==> src/hdl/kr_pkg.sv <==
// Shared types and constants of the keyed record table.
// No dependencies; the cell and the top level take their names from here.
package kr_pkg;

    localparam int TABLE_DEPTH = 32;
    localparam int IDX_W       = (TABLE_DEPTH > 1) ? $clog2(TABLE_DEPTH) : 1;
    localparam int CNT_W       = $clog2(TABLE_DEPTH + 1);
    localparam int ENTRY_W     = 6;
    localparam int CNT_EXT_W   = (CNT_W > ENTRY_W) ? CNT_W : ENTRY_W;

    localparam int KEY_W    = 32;
    localparam int TOKEN_W  = 64;
    localparam int SALARY_W = 24;
    localparam int AGE_W    = 7;
    localparam int REQ_W    = 2;
    localparam int STATUS_W = 2;

    // Request codes
    localparam logic [REQ_W-1:0] REQ_CLEAR  = 2'd0;
    localparam logic [REQ_W-1:0] REQ_INSERT = 2'd1;
    localparam logic [REQ_W-1:0] REQ_DELETE = 2'd2;
    localparam logic [REQ_W-1:0] REQ_LOOKUP = 2'd3;

    // Status codes
    localparam logic [STATUS_W-1:0] ST_OK      = 2'd0;
    localparam logic [STATUS_W-1:0] ST_FULL    = 2'd1;
    localparam logic [STATUS_W-1:0] ST_MISSING = 2'd2;

    typedef struct packed {
        logic [KEY_W-1:0]    key;
        logic [TOKEN_W-1:0]  name;
        logic [TOKEN_W-1:0]  role;
        logic [SALARY_W-1:0] salary;
        logic [AGE_W-1:0]    age;
    } t_record;

    localparam int REC_W = $bits(t_record);

    // Broadcast control from the sequencer to every cell
    typedef struct packed {
        logic             cmp_en;
        logic             load_en;
        logic             shift_en;
        logic [KEY_W-1:0] key;
        logic [CNT_W-1:0] count;
    } t_cell_ctrl;

endpackage

==> src/hdl/kr_cell.sv <==
// One slot of the record chain: holds a record and its key-match flag.
// Depends on kr_pkg for the record and control types.
module kr_cell (
    input  logic                     i_clk,
    input  logic                     i_rst_n,
    input  kr_pkg::t_cell_ctrl       i_ctrl,
    input  logic [kr_pkg::IDX_W-1:0] i_index,
    input  kr_pkg::t_record          i_new_rec,
    input  kr_pkg::t_record          i_next_rec,
    input  logic                     i_prior,
    output logic                     o_prior,
    output logic                     o_sel,
    output kr_pkg::t_record          o_rec
);

    kr_pkg::t_record           r_rec;
    logic                      r_hit;
    logic [kr_pkg::CNT_W-1:0]  w_slot;
    logic                      w_in_range;

    assign w_slot     = kr_pkg::CNT_W'(i_index);
    assign w_in_range = w_slot < i_ctrl.count;

    // Earlier match anywhere up the chain masks this one
    assign o_sel   = r_hit & ~i_prior;
    assign o_prior = i_prior | r_hit;
    assign o_rec   = r_rec;

    always_ff @(posedge i_clk) begin
        if (!i_rst_n) begin
            r_hit <= 1'b0;
        end else if (i_ctrl.cmp_en) begin
            r_hit <= (r_rec.key == i_ctrl.key) && w_in_range;
        end
    end

    // Append lands in the first free slot; delete pulls from the neighbor
    // at and after the matching slot
    always_ff @(posedge i_clk) begin
        if (i_ctrl.load_en && (w_slot == i_ctrl.count)) begin
            r_rec <= i_new_rec;
        end else if (i_ctrl.shift_en && o_prior) begin
            r_rec <= i_next_rec;
        end
    end

endmodule

==> config.mk <==
export PLATFORM = sky130hd
export DESIGN_NAME = kr_cell
export DESIGN_NICKNAME = d
export VERILOG_FILES = /design/src/hdl/kr_pkg.sv /design/src/hdl/kr_cell.sv
export SDC_FILE = /design/constraint.sdc
export NUM_CORES = 1
export LEC_CHECK = 0
export ABC_AREA = 1
export BUFFER_PORTS_ARGS = -buffer_cell sky130_fd_sc_hd__buf_2
export CAP_MARGIN = 20
export CELL_PAD_IN_SITES_DETAIL_PLACEMENT = 0
export CELL_PAD_IN_SITES_GLOBAL_PLACEMENT = 1
export CORE_AREA = 2 2 240 242
export DETAILED_ROUTE_END_ITERATION = 8
export DIE_AREA = 0 0 242 244
export PLACE_DENSITY = 0.55
export REMOVE_ABC_BUFFERS = 1
export SETUP_SLACK_MARGIN = 0.15
export SYNTH_ARGS = -nofsm -noshare
export SYNTH_HDL_FRONTEND = slang
export SYNTH_SLANG_ARGS = --single-unit
export TNS_END_PERCENT = 10
==> constraint.sdc <==
create_clock -name i_clk -period 5.42 [get_ports i_clk]
set_input_delay 0 -clock i_clk [delete_from_list [all_inputs] [get_ports i_clk]]
set_output_delay 0 -clock i_clk [all_outputs]
set_load 0.01 [all_outputs]
Word-level counts from Yosys, hierarchy flattened. Cells that the tools add are included.

Register bits: 192. Input bits: 431. Output and inout port bits: 193. Word-level logic and storage cells: 18.

Order comparisons: 1. Equal/unequal tests: 2. Mux-type cells: 2. Bitwise gates (word level): 3. Reduce and logical (&&, ||, !) cells: 4.

Operator list (count): 191-bit 2-to-1 mux (2); 32-bit equality test (1); 5-bit by 6-bit equality test with 1-bit output (1); 5-bit by 6-bit < comparator with 1-bit output (1); 1-bit logical AND (3); 2-bit nonzero test (1); 1-bit AND (1); 1-bit NOT (1); 1-bit bitwise OR (1).

Longest topological paths before layout.
Depth after elaboration: 4. Mapped depth: 10. Depth with buffers taken out: 10.

Least setup slack after synthesis. Ideal clock, no wire load.

Path kind: input port to flip-flop. Start point: in i_ctrl[3] (netlist bit). End point: reg r_rec, in the netlist o_rec[0], enable pin. Setup time: 0.559 ns. Arrival time: 5.026 ns. Required time: 4.861 ns. Setup slack: -0.165 ns. Cell stages on the path: 8. Buffers on the path: 2. Cells stage by stage: inv_1 > ha_1 > nand2_1 > nor2_2 > nand4_2 > buf_6 > buf_6 > nand2_1.

Longest elaborated chain between the ends: 3.

Ends and longest elaborated chain: start: declaration (line kr_cell.sv:6) `input kr_pkg::t_cell_ctrl i_ctrl,`; 5-bit by 6-bit equality test with 1-bit output (line kr_cell.sv:40) `if (i_ctrl.load_en && (w_slot == i_ctrl.count)) begin`; 1-bit logical AND (line kr_cell.sv:40); 2-bit nonzero test (no line); end signal: assignment (line kr_cell.sv:41) `r_rec <= i_new_rec;`; end signal: assignment (line kr_cell.sv:43) `r_rec <= i_next_rec;`; end: declaration (line kr_cell.sv:16) `kr_pkg::t_record r_rec;`.

Every way passes these cells. A chain may end at the register's enable or synchronous reset.

Final worst setup path.
Start point: in i_ctrl[4] (netlist bit). End point: reg r_rec, in the netlist o_rec[84], data pin.

Longest elaborated chain between the ends: 3.

Ends and longest elaborated chain (line): 5-bit by 6-bit equality test with 1-bit output (kr_cell.sv:40); 1-bit logical AND (kr_cell.sv:40); 191-bit 2-to-1 mux (kr_cell.sv:40).

Every way passes these cells.

==> metrics.md <==
| Metric | Value |
|---|---|
| Run status | `finished, final reports clean` |
| Post-synth top flop | `edfxtp_1` |
| Max-cap violations | `0` |
| CP Capture Type | `register` |
| Final count of pins violating max slew | `0` |
| Initial antenna violation count | `6` |
| Drc violations | `0` |
| Avg WL per Cell | `15.7 um` |
| Period Utilization, post-route | `40.0%` |
| Grt ovf | `0` |
| Layout cell share with drive strength beyond 1 | `53.7%` |
| Arrival time worst endpoint | `2.41 ns` |
| Hold Crit Endpoint | `o_rec[176]$_DFFE_PP_` |
| Cells on worst reg2reg path | `8` |
| Initial Util | `17.0%` |
| Crit path depth | `9` |
| RSZ-0062 raised after global routing | `false` |
| Most common cell after layout, fill and taps aside | `buf_2` |
| Hold/Removal Path Class | `primary input to register` |
| Crit path max fanout | `99` |
| Synth Area in Simple Gates | `3.68%` |
| Most frequent cells in the layout | `buf_2, dlygate4sd3_1, edfxtp_1` |
| Setup bufs post-CTS | `0` |
| DP Area | `13500 um^2` |
| Clock buffer depth | `2` |
| Crit Reg-Reg Endpoint | `r_hit$_SDFFE_PN0P_` |
| Hold Vio Cnt, Final | `0` |
| Avg Inst Size Synth | `16.9 um^2` |
| Area of the core | `56200 um^2` |
| # IOs | `624` |
| I/O Buffers | `623` |
| Slowest CP cell | `dlygate4sd3_1` |
| Reg-to-reg startpoint | `o_rec[159]$_DFFE_PP_` |
| Yosys warns | `0` |
| Final net count | `2012` |
| Worst Min Path Start | `i_ctrl[38]` |
| Worst setup margin | `3.25 ns` |
| Max VDD drop | `0.234 mV` |
| Compound-Gate Fraction of Synth Area | `0.510%` |
| DR vias/cell | `3.62` |
| Max stage delay on crit path | `0.55 ns` |
| CTS root buffer | `clkbuf_16` |
| Yosys top cell by area | `edfxtp_1` |
| DP Worst Slack | `3.36 ns` |
| Clock tree sinks | `192` |
| TritonCTS clock tree | `built` |
| Top cells by area, synth | `edfxtp_1, mux2_4, nand2_1` |
| Routability cong. | `0.902` |
| CP required | `5.66 ns` |
| Mux share of post-synthesis cell area | `29.5%` |
| Clk Latency, worst-skew pair | `0.50 ns` |
| Leakage | `8.51 nW` |
| Pin count of the biggest net entering global routing | `100` |
| Cell Pwr Density | `217 nW/um^2` |
| Worst path bufs/invs | `4` |
| Critical path class | `primary input to register` |
| Yosys top cell area share | `60.0%` |
| Post-synth ARST share | `0%` |
| Post-route minimum period | `2.17 ns` |
| Post-Synth XOR/XNOR Area | `1.10%` |
| Synth cell types | `21` |
| Placed Cells | `1929` |
| First-pass GRT wire length | `53800 um` |
| Die W | `242 um` |
| Startpoint Class | `primary input` |
| Final non-filler cell area | `17900 um^2` |
| Mapped Cells | `567` |
| Final HPWL DP | `28200 um` |
| Worst slew pin tran | `0.991 ns` |
| Total track usage | `12.2%` |
| Skew final | `0.0187 ns` |
| First-pass iteration count of the detailed router | `5` |
| Layout area overhead | `87.6%` |
| EDFF count, synth | `191` |
| Reg2reg setup slack | `3.53 ns` |
| Vias post-DR | `8503` |
| Critical path's top delay family | `buffers and inverters` |
| Vias in the first global route | `9218` |
| Die height | `244 um` |
| Iteration-0 DRC count of the detailed router | `212` |
| Sequential area share after synthesis | `60.2%` |
| Inserted Clock Buffers | `17` |
| ANT nets after route | `0` |
| Cell Count, Final, Fillers Out | `2351` |
| Worst hold margin | `0.101 ns` |
| Fmax | `461 MHz` |
| Rel. slew slack | `33.9%` |
| H-Tree Depth | `4` |
| Worst path cell trace | `buf_2 -> inv_1 -> ha_1 -> nand2_1 -> nor2_2 -> nand4_4 -> buf_12 -> mux2_4 -> dlygate4sd3_1` |
| Mapped Area | `9560 um^2` |
| Setup-failing EPs final | `0` |
| Total wire length | `37000 um` |
| Main combinational cell family by area after synthesis | `multiplexers` |
| Die area | `59000 um^2` |
| Row count | `87` |
| Clock transition at path regs | `0.08 ns` |
| Adder-Cell Fraction of Synth Area | `0.654%` |
| Yosys reg bits | `192` |
| WHS Path Cells | `3` |
[cells by family (layout without fill, tap and decap cells)]
family,Yosys count,count (layout)
and+or+nand+nor,88,88
DFF,192,192
xor gates and xnor gates,12,12
adders and majority gates,5,5
muxes,191,191
other,0,6
AOI/OAI and AO/OA,9,9
buffers and inverters,70,1092
[cell usage after synthesis, types with 4 or more instances]
library cell  number
buf_6             20
edfxtp_1         191
ha_1               5
inv_1             49
mux2_2            12
mux2_4           179
nand2_1           62
nand3_1            4
nor2_1            18
o21ai_0            6
xnor2_1            6
xor2_1             6
[sequential cells by signal, summed over array words and instances, names as in the netlist]
register	flops
o_rec	191
r_hit	1
[metal layers]
| layer | GRT usage (%) | wire length [um] |
|---|---|---|
| met5 | 0 | 18 |
| met4 | 3.92 | 533 |
| met3 | 5.25 | 3380 |
| met2 | 22.8 | 19600 |
| met1 | 12.1 | 13400 |
[worst reg2reg max path, cell delays in order, from the launching register on]
cell           delay (ns)
edfxtp_1             0.43
xnor2_1              0.22
nand2_1              0.09
nor2_1               0.12
nand2_1              0.06
nor2_1               0.13
nand3_1              0.09
a21oi_1              0.13
dlygate4sd3_1        0.55
[stage by stage]
step	utilization (%)	power [W]	setup TNS, ns
CTS	31.9	0.00397	0
finish	31.9	0.00389	0
global placement	24.0	0.00242	0
floorplan	-	0.00210	-1885.39
detailed placement	24.0	0.00243	0
global route	31.9	0.00407	0
[layout make-up]
cell class,count,area [um^2]
timing repair buffer,1011,7040
sequential,192,5760
fill,5728,38200
tap,756,946
antenna,6,15.0
multi-input combinational,305,3410
clock inverter,15,163
clock buffer,17,425
inverter,49,184
[worst max-delay path by stage]
stage              start                  end
6_report       i_ctrl[4]  o_rec[84]$_DFFE_PP_
5_1_grt        i_ctrl[4]   o_rec[0]$_DFFE_PP_
3_3_place_gp   i_ctrl[4]   o_rec[4]$_DFFE_PP_
3_5_place_dp   i_ctrl[4]   o_rec[4]$_DFFE_PP_
4_1_cts        i_ctrl[4]   o_rec[4]$_DFFE_PP_
2_1_floorplan  i_ctrl[3]   o_rec[0]$_DFFE_PP_
[power breakdown]
part           internal (W)  switching, W
clock              0.000617      0.000671
combinational      0.000495      0.000311
sequential          0.00176     0.0000382
total               0.00287       0.00102
[what timing repair did]
action / CTS / global route
endpoints found under the hold margin: 192 / 0
hold buffers: 384 / 0
endpoints found under the setup margin: 0 / 0
resized for setup: 0 / 0
(Power assumes the default switching activity.)
